$ cat src/hw/rtl/aes_pkg.sv
// ----------------------------------------------------------------------------
// aes_pkg: shared types and constants for the AES-128 block cipher
// Action codes, state codes, key store sizing and the GF(2^8) doubling helper.
// ----------------------------------------------------------------------------
package aes_pkg;

   localparam int ROUNDS    = 10;
   localparam int KEY_WORDS = 4 * (ROUNDS + 1);
   localparam int KEY_AW    = $clog2(KEY_WORDS);
   localparam int RND_W     = $clog2(ROUNDS + 1);

   typedef enum logic [1:0] {
      ACT_LOAD_KEY  = 2'd0,
      ACT_LOAD_SBOX = 2'd1,
      ACT_ENCRYPT   = 2'd2,
      ACT_NONE      = 2'd3
   } action_type;

   typedef enum logic [2:0] {
      ST_IDLE,
      ST_ARK,
      ST_SUB,
      ST_MIX,
      ST_DONE
   } state_type;

   function automatic logic [7:0] gf_double(input logic [7:0] b);
      gf_double = {b[6:0], 1'b0} ^ (b[7] ? 8'h1b : 8'h00);
   endfunction

endpackage

$ cat src/hw/rtl/aes128_block_encrypt.sv
// ----------------------------------------------------------------------------
// aes128_block_encrypt: AES-128 block encryption with loaded keys and S-box
// Memory-based iterative cipher: one S-box byte per cycle, one key word per
// cycle.
// ----------------------------------------------------------------------------
// Usage:
//   The req_ channel carries one word per item: action 0 writes round-key
//   word req_index (0..43, others dropped), action 1 writes S-box byte
//   req_index from req_load_word[7:0], action 2 encrypts req_block_hi/lo.
//   Action 3 is dropped. Loads give no result.
//   An encryption gives one rsp_ word with the ciphertext, byte 0 in the
//   top bits of rsp_cipher_hi.
// Schedule:
//   One S-box read port sets the rate. Per block: the first AddRoundKey,
//   9 rounds of SubBytes, MixColumns and AddRoundKey, a last round of
//   SubBytes and AddRoundKey, then a hand-off step that raises rsp_valid.
//   req_stall is high while busy, so no new word is taken until the block is done.
// Reset:
//   Clears the control state only. Key and S-box memories hold garbage
//   until written and must be loaded before the first encryption.
// Stall:
//   Hold a finished result in the rsp_ registers while rsp_stall is high.
//   Loads are still taken; a following encryption holds in its last step.
// ----------------------------------------------------------------------------
module aes128_block_encrypt (
   input  logic        clock,
   input  logic        reset,
   input  logic        req_valid,
   output logic        req_stall,
   input  logic [1:0]  req_action,
   input  logic [7:0]  req_index,
   input  logic [31:0] req_load_word,
   input  logic [63:0] req_block_hi,
   input  logic [63:0] req_block_lo,
   output logic        rsp_valid,
   input  logic        rsp_stall,
   output logic [63:0] rsp_cipher_hi,
   output logic [63:0] rsp_cipher_lo
);
   import aes_pkg::*;

   logic [31:0] key_mem [KEY_WORDS];
   logic [7:0]  sbox_mem [256];

   state_type   state_ff, state_in;
   logic [127:0] blk_ff, blk_in;       // byte n at [127-8n -: 8]
   logic [RND_W-1:0] rnd_ff, rnd_in;
   logic [4:0]  cnt_ff, cnt_in;        // step within the phase
   logic        rsp_valid_ff, rsp_valid_in;
   logic [127:0] rsp_ff, rsp_in;
   logic [127:0] sub_ff, sub_in;       // substituted bytes shift in here

   logic        accept;
   logic [31:0] key_q_ff;
   logic [7:0]  sbox_q_ff;
   logic [KEY_AW-1:0] key_ra;
   logic [7:0]  sbox_ra;
   logic [3:0]  src_byte;
   logic [1:0]  ark_col;
   logic [127:0] mixed;

   assign req_stall = (state_ff != ST_IDLE);
   assign accept    = req_valid && !req_stall;

   // loads into the memories and registered memory reads
   always_ff @(posedge clock) begin
      if (accept && req_action == ACT_LOAD_KEY && req_index < 8'(KEY_WORDS))
         key_mem[req_index[KEY_AW-1:0]] <= req_load_word;
      if (accept && req_action == ACT_LOAD_SBOX)
         sbox_mem[req_index] <= req_load_word[7:0];
      key_q_ff  <= key_mem[key_ra];
      sbox_q_ff <= sbox_mem[sbox_ra];
   end

   // ARK: cnt 0..3 issue key reads, 1..4 use data. SUB: cnt 0..15 issue, 1..16 use.
   assign key_ra = KEY_AW'({rnd_ff, 2'b00} + {{(RND_W){1'b0}}, cnt_ff[1:0]});
   assign ark_col = cnt_ff[1:0] - 2'd1;
   // ShiftRows: output byte 4c+r takes input byte 4((c+r)&3)+r
   assign src_byte = {cnt_ff[3:2] + cnt_ff[1:0], cnt_ff[1:0]};
   assign sbox_ra  = blk_ff[127 - 8*src_byte -: 8];

   always_comb begin
      for (int c = 0; c < 4; c++) begin
         logic [7:0] a0, a1, a2, a3;
         a0 = blk_ff[127 - 8*(4*c)   -: 8];
         a1 = blk_ff[127 - 8*(4*c+1) -: 8];
         a2 = blk_ff[127 - 8*(4*c+2) -: 8];
         a3 = blk_ff[127 - 8*(4*c+3) -: 8];
         mixed[127 - 8*(4*c)   -: 8] = gf_double(a0) ^ gf_double(a1) ^ a1 ^ a2 ^ a3;
         mixed[127 - 8*(4*c+1) -: 8] = a0 ^ gf_double(a1) ^ gf_double(a2) ^ a2 ^ a3;
         mixed[127 - 8*(4*c+2) -: 8] = a0 ^ a1 ^ gf_double(a2) ^ gf_double(a3) ^ a3;
         mixed[127 - 8*(4*c+3) -: 8] = gf_double(a0) ^ a0 ^ a1 ^ a2 ^ gf_double(a3);
      end
   end

   // next state
   always_comb begin
      state_in = state_ff;
      case (state_ff)
         ST_IDLE: if (accept && req_action == ACT_ENCRYPT) state_in = ST_ARK;
         ST_ARK:  if (cnt_ff == 5'd4)
                     state_in = (rnd_ff == RND_W'(ROUNDS)) ? ST_DONE : ST_SUB;
         ST_SUB:  if (cnt_ff == 5'd16)
                     state_in = (rnd_ff == RND_W'(ROUNDS)) ? ST_ARK : ST_MIX;
         ST_MIX:  state_in = ST_ARK;
         ST_DONE: if (!rsp_valid_ff || !rsp_stall) state_in = ST_IDLE;
         default: state_in = ST_IDLE;
      endcase
   end

   // datapath
   always_comb begin
      blk_in       = blk_ff;
      rnd_in       = rnd_ff;
      cnt_in       = cnt_ff;
      rsp_in       = rsp_ff;
      sub_in       = sub_ff;
      rsp_valid_in = rsp_valid_ff && rsp_stall;
      case (state_ff)
         ST_IDLE: begin
            blk_in = {req_block_hi, req_block_lo};
            rnd_in = '0;
            cnt_in = '0;
         end
         ST_ARK: begin
            if (cnt_ff != 5'd0)
               blk_in[127 - 32*ark_col -: 32] = blk_ff[127 - 32*ark_col -: 32] ^ key_q_ff;
            cnt_in = (cnt_ff == 5'd4) ? 5'd0 : cnt_ff + 5'd1;
            if (cnt_ff == 5'd4) rnd_in = rnd_ff + RND_W'(1);
         end
         ST_SUB: begin
            // shift substituted bytes in; byte 0 ends on top
            if (cnt_ff != 5'd0)
               sub_in = {sub_ff[119:0], sbox_q_ff};
            if (cnt_ff == 5'd16) begin
               blk_in = {sub_ff[119:0], sbox_q_ff};
               cnt_in = 5'd0;
            end else begin
               cnt_in = cnt_ff + 5'd1;
            end
         end
         ST_MIX: blk_in = mixed;
         ST_DONE: begin
            if (!rsp_valid_ff || !rsp_stall) begin
               rsp_in       = blk_ff;
               rsp_valid_in = 1'b1;
            end
         end
         default: ;
      endcase
   end

   always_ff @(posedge clock) begin
      if (reset) begin
         state_ff     <= ST_IDLE;
         rsp_valid_ff <= 1'b0;
         rnd_ff       <= '0;
         cnt_ff       <= '0;
      end else begin
         state_ff     <= state_in;
         rsp_valid_ff <= rsp_valid_in;
         rnd_ff       <= rnd_in;
         cnt_ff       <= cnt_in;
      end
      blk_ff <= blk_in;
      rsp_ff <= rsp_in;
      sub_ff <= sub_in;
   end

   assign rsp_valid     = rsp_valid_ff;
   assign rsp_cipher_hi = rsp_ff[127:64];
   assign rsp_cipher_lo = rsp_ff[63:0];

endmodule

$ cat config.mk
export PLATFORM = sky130hd
export DESIGN_NAME = aes128_block_encrypt
export DESIGN_NICKNAME = d
export VERILOG_FILES = /design/src/hw/rtl/aes_pkg.sv /design/src/hw/rtl/aes128_block_encrypt.sv
export SDC_FILE = /design/constraint.sdc
export NUM_CORES = 2
export LEC_CHECK = 0
export ABC_AREA = 1
export BUFFER_PORTS_ARGS = -buffer_cell sky130_fd_sc_hd__buf_4
export CORE_MARGIN = 2
export CORE_UTILIZATION = 45
export CTS_CLUSTER_DIAMETER = 200
export DETAILED_ROUTE_END_ITERATION = 8
export GPL_TIMING_DRIVEN = 1
export PLACE_DENSITY = 0.69
export RECOVER_POWER = 100
export SLEW_MARGIN = 30
export SYNTH_ARGS = -nofsm -noshare
export SYNTH_HDL_FRONTEND = slang
export SYNTH_SLANG_ARGS = --single-unit
$ cat constraint.sdc
create_clock -name clock -period 31.4 [get_ports clock]
set_clock_uncertainty 0.15 [all_clocks]
set_input_delay 1.57 -clock clock [delete_from_list [all_inputs] [get_ports clock]]
set_output_delay 1.57 -clock clock [all_outputs]
set_load 0.02 [all_outputs]
## After elaboration in Yosys (flattened, before gate mapping)

Memories as Yosys holds them, arrays and structs flattened. A register that Yosys moved wholly into a read port is not among the register bits.
Index checks and enable logic that the tools add are counted.

- Shift operators: 4
- Eq/ne operators: 14
- Reductions and logical operators: 22
- $add $sub $neg: 8
- Bitwise logic cells: 81
- $lt $le $gt $ge: 1
- Multiplexer cells: 38

Operators by type and width:

| cell | number |
|---|---|
| 128-bit one-hot mux with 4 select lines | 1 |
| 8-bit bitwise XOR | 64 |
| 128-bit two-way mux | 2 |
| 32-bit by 34-bit variable shift with 159-bit output (first input constant) | 1 |
| 159-bit by 33-bit indexed part select with 32-bit output | 1 |
| 32-bit by 34-bit indexed part select with 159-bit output | 1 |
| 135-bit by 33-bit indexed part select with 8-bit output | 1 |
| 128-bit bitwise mux | 1 |
| 8-bit by 5-bit bitwise XOR with 8-bit output | 16 |
| 5-bit two-way mux | 18 |
| 32-bit negator with 34-bit output | 1 |
| 32-bit bitwise XOR | 1 |
| 7-bit by 7-bit subtractor with 8-bit output (first input constant) | 2 |
| 3-bit two-way mux | 5 |
| 3-bit one-hot mux with 5 select lines | 1 |
| 5-bit one-hot mux with 3 select lines | 1 |
| 2-bit != test (second input constant) | 5 |
| 8-bit by 6-bit less-than comparator with 1-bit output (second input constant) | 1 |
| 4-bit one-hot mux with 2 select lines | 1 |
| 6-bit by 2-bit adder with 6-bit output | 1 |
| 3-bit by 2-bit == test with 1-bit output (second input constant) | 2 |
| 1-bit logical AND | 6 |
| 1-bit two-way mux | 6 |
| 2-bit AND reduction | 3 |
| 23 further kinds | 26 |

- Memories kept: 2
- Register bits after elaboration: 389
- Input port bits: 174
- RAM bits: 3456

Memories:

| name | depth | bits a word | rd ports | clocked after memory_dff | wr ports | RTL line | text |
|---|---|---|---|---|---|---|---|
| sbox_mem | 256 | 8 | 1 | 1 | 1 | aes128_block_encrypt.sv:43 | `logic [7:0] sbox_mem [256];` |
| key_mem | 44 | 32 | 1 | 1 | 1 | aes128_block_encrypt.sv:42 | `logic [31:0] key_mem [KEY_WORDS];` |

## Longest topological paths before layout

- Depth after elaboration: 8
- Mapped depth: 23
- Depth with buffers taken out: 20

## Least setup slack after synthesis

Ideal clock, no wire load.

- Path type: register to register
- Start point: register cnt_ff[0]
- End point: register blk_ff[0] (enable)
- Arrival: 11568 ps
- Cell stages (with the launch flop): 15
- Buffers on the path: 8
- Required time: 30446 ps
- Setup slack: 18877 ps
- Period minus slack after synthesis: 12523 ps
- Library setup time: 804 ps
- Path through: dfxtp_1 inv_2 buf_6 buf_4 buf_2 buf_2 buf_2 buf_2 buf_2 buf_2 ha_1 nand2_1 nor3_1 nor2_1 a211oi_1

- Cells in the longest elaborated chain, start to end: 3

Ends and longest elaborated chain:

| element | RTL line | text |
|---|---|---|
| start, declared | aes128_block_encrypt.sv:48 | `logic [4:0] cnt_ff, cnt_in;` |
| start signal, assigned | aes128_block_encrypt.sv:163 | `cnt_ff <= cnt_in;` |
| 5-bit == test / 5-bit nonzero test (equally long branches) | aes128_block_encrypt.sv:135, aes128_block_encrypt.sv:126 |  |
| 2-bit != test (no line) | n/a |  |
| 3-bit AND reduction (no line) * | n/a |  |
| end signal, assigned | aes128_block_encrypt.sv:165 | `blk_ff <= blk_in;` |
| end, declared | aes128_block_encrypt.sv:46 | `logic [127:0] blk_ff, blk_in;` |

Every way passes the cells marked *; elsewhere a longest branch is shown, timed or not.
A chain may end at the register's enable or synchronous reset.

## Worst setup path in the final report

- Start point: register cnt_ff[0]
- End point: register sbox_q_ff[7] (read register of sbox_mem)

- Cells in the longest elaborated chain, start to end: 3

Ends and longest elaborated chain:

| element | RTL line | text |
|---|---|---|
| 2-bit adder | aes128_block_encrypt.sv:79 | `assign src_byte = {cnt_ff[3:2] + cnt_ff[1:0], cnt_ff[1:0]};` |
| 7-bit by 7-bit subtractor with 8-bit output * | aes128_block_encrypt.sv:80 | `assign sbox_ra = blk_ff[127 - 8*src_byte -: 8];` |
| 135-bit by 33-bit indexed part select with 8-bit output * | aes128_block_encrypt.sv:80 |  |
| end, declared | aes128_block_encrypt.sv:55 | `logic [7:0] sbox_q_ff;` |

Marked as above.

==> qor_table.md <==
| Result | This run |
|---|---|
| Count of hold-fix buffers inserted at cts | 0 |
| Minimum clock period after layout | 16.68 ns |
| Die Ht | 614 um |
| Number of pins with negative max-slew slack in the final report | 6,530 |
| Count of port buffers added during placement | 303 |
| Element type at the critical path start | flip-flop |
| Detailed Routing Iterations Pass 1 | 8 |
| Core region area | 369,000 um^2 |
| Post-synthesis instance area | 167,000 um^2 |
| Relative slew slack | -490% |
| Peak VDD IR | 0.000263 V |
| Layout filler cell count | 31,855 |
| Biggest fanout along the worst timing path | 92 |
| Ratio of cells with drive above 1 in the final layout | 6.20% |
| Drt total wl | 499,000 um |
| Post-synth cell types | 49 |
| Most common library cell in the layout ignoring fill and taps | edfxtp_1 |
| Cts repair resizes | 0 |
| Summed negative setup slack over all endpoints | 0 ns |
| Top library cells by usage in the layout, fill and taps aside | 3,832 x edfxtp_1, 2,551 x nand2_1, 1,689 x nand3_1, 1,137 x o21ai_0, 991 x nor2_1 |
| Total clock sinks | 3,885 |
| Worst hold margin | 0.259 ns |
| Die Width | 614 um |
| Io pins | 304 |
| Met3 Track Usage GR | 4.98% |
| Layout-stage area growth over the synthesis result | 10.7% |
| CP Capture Type | flip-flop |
| Finished Cell Area | 185,000 um^2 |
| Sequential fraction of the synthesis area | 69.4% |
| Post-DRT Antenna Nets | 0 |
| End of the worst register-to-register path | sbox_q_ff[7] |
| Via total after detailed routing | 114,543 |
| Mapped Cells | 14,349 |
| Data arrival time of the critical path | 17.35 ns |
| Number of enable flip-flop cells after synthesis | 3,832 |
| GR met1 Demand/Resource | 35.9% |
| Clock transition at the register clock pins on the worst setup and hold paths after CTS | 0.06 ns |
| Count of synthesis-stage warnings from yosys | 0 |
| DRC violation count after routing | 0 |
| Fraction of synthesis flops using an asynchronous set or reset pin | 0% |
| Destination of the critical timing path | sbox_q_ff[7] |
| Routed vias/inst | 5.88 |
| Number of hold violations in the final report | 0 |
| Total GRT Usage | 25.7% |
| Die area | 377,000 um^2 |
| Wire length of the first global-routing pass | 721,000 um |
| Initial antenna violation count | 40 |
| CTS root buffer | clkbuf_16 |
| Worst min-delay path category | flip-flop to flip-flop |
| Worst reg-to-reg setup slack | 14.72 ns |
| Post-detail-place hpwl | 286,000 um |
| Failing checks | max-capacitance violations, max-slew violations |
| H-tree depth reported by CTS | 5 |
| CTS tree | done |
| Data required time of the worst path | 32.07 ns |
| Global route hottest layer | met2 |
| Net count of the finished layout | 14,380 |
| DP Worst Slack | 24.07 ns |
| Power per cell area | 114 nW/um^2 |
| Vias in the first global route | 105,573 |
| Avg Cell Area, Syn | 11.7 um^2 |
| Fin worst setup slack | 14.72 ns |
| Source-to-sink clock delay at the later pin of the worst-skew pair | 1.00 ns |
| Tightest Pin Transition | 8.85 ns |
| Clock buffers created by TritonCTS | 396 |
| DP Area | 174,000 um^2 |
| Final worst path period share | 53.1% |
| Outcome | finished with violations |
| Max cap viols | 121 |
| Leakage | 64.1 nW |
| DRC marker count from the first detailed-route iteration | 16,666 |
| Buffers inserted during post-CTS setup optimization | 0 |
| Synth Net Count | 14,531 |
| GR Util met2 | 38.9% |
| Post-layout total power | 21.2 mW |
| Pin count of the biggest net entering global routing | 197 |
| Startpoint of the worst register-to-register path | cnt_ff[0] |
| Wire length per cell | 25.6 um |
| Kind of critical path | flip-flop to flip-flop |
| Leading register cell type out of synthesis | edfxtp_1 |
| Final setup viols | 0 |
| RSZ-0062 raised after global routing | no |
| Total number of placement rows | 223 |
| Global route total overflow | 0 |
| Worst Reg-to-Reg Cells | 18 |
| Worst setup path startpoint | cnt_ff[0] |
| Depth of the worst hold-timing path | 0 |
| Gpl congestion | 1.00 |
| Maximum frequency from static timing analysis | 59.9 MHz |
| Maximum number of buffers from clock root to sink | 4 |
| Register bit total from synthesis | 3,885 |
| Effective utilization at floorplan | 45.3% |
-- cell families after synthesis --
| family | Yosys count | synth area share (%) |
|---|---|---|
| compound gates | 2122 | 7.58 |
| xor+xnor | 445 | 2.33 |
| fa+ha+maj | 8 | 0.0598 |
| buf+inv | 2002 | 4.86 |
| flops | 3885 | 69.4 |
| simple gates | 5887 | 15.7 |
-- cell usage after synthesis, types with 46 or more instances --
library cell | instances | area share [%]
buf_2 | 396 | 1.2
a21oi_1 | 172 | 0.51
buf_1 | 55 | 0.12
inv_1 | 927 | 2.1
o2111ai_1 | 114 | 0.60
nor3_1 | 46 | 0.14
nor2_1 | 1026 | 2.3
xor2_1 | 207 | 1.1
xnor2_1 | 238 | 1.2
clkbuf_1 | 575 | 1.3
o221ai_1 | 101 | 0.53
nand3b_1 | 497 | 2.2
dfxtp_1 | 53 | 0.63
nand3_1 | 1691 | 5.1
o211ai_1 | 291 | 1.3
edfxtp_1 | 3832 | 69
nand2_1 | 2553 | 5.7
o22ai_1 | 216 | 0.81
o21ai_0 | 1137 | 3.4
-- worst max-delay path: stages, from the launching register on --
cell and delay (ns):
dfxtp_1 2.04, clkinvlp_2 3.48, clkbuf_1 1.75, nand2_1 0.46, nand3_1 0.11, nand3_1 0.14, nand3_4 0.51, nand2_8 0.74
clkbuf_1 2.65, clkbuf_1 2.72, nand2_1 0.18, nand3_1 0.19, nand3_1 0.16, nand3_1 0.21, nand3_1 0.09, nand3_1 0.09
nand3_1 0.18, nand3_1 0.41, nand2_1 0.09
-- routing by layer --
layer	part of all wire, %	vias up	wire [um]
met4	5.1	16	25200
met1	39	56055	196000
li1	-	50651	-
met3	11	1156	53200
met2	45	6665	224000
met5	0.021	-	106
-- report_power, final --
group          total, mW  internal (mW)  switching [mW]
clock               4.70           2.67            2.03
combinational       9.99           2.80            7.18
sequential          6.51           6.07           0.442
-- flip-flops by register name, indices dropped and copies added, names as in the netlist --
signal and cells:
rsp_valid 1, cnt_ff 5, blk_ff 128, sbox_q_ff 8, sbox_mem 2048, rsp_ff 128, state_ff 3, key_q_ff 32
key_mem 1408, sub_ff 120, rnd_ff 4
-- stage by stage --
stage	cells	util (%)
after floorplan	14349	-
after global placement	18746	47.0
after detailed placement	18747	47.0
after CTS	19462	50.4
after global routing	19468	50.1
final	19478	50.1
-- worst min-delay path by stage --
stage	end	start	slack, ns
4_1_cts	sub_ff[43]	sub_ff[35]	0.27
3_5_place_dp	sub_ff[43]	sub_ff[35]	0.28
3_3_place_gp	sub_ff[98]	sub_ff[90]	0.28
2_1_floorplan	sub_ff[0]	sbox_q_ff[0]	0.26
6_report	sub_ff[43]	sub_ff[35]	0.26
5_1_grt	sub_ff[71]	sub_ff[63]	0.28
-- final cells by class --
class / count / area [um^2] / share of cell area (%)
flip-flops and latches: 3885 / 116000 / 62.7
multi-input cells: 8462 / 43400 / 23.4
clock buffers: 495 / 10400 / 5.61
well taps: 4950 / 6190 / 3.34
inverters: 949 / 3600 / 1.94
repair buffers: 504 / 3040 / 1.64
clock inverters: 220 / 2340 / 1.27
diodes: 13 / 32.5 / 0.0176
Note: power is estimated with default switching activity, not from simulation.
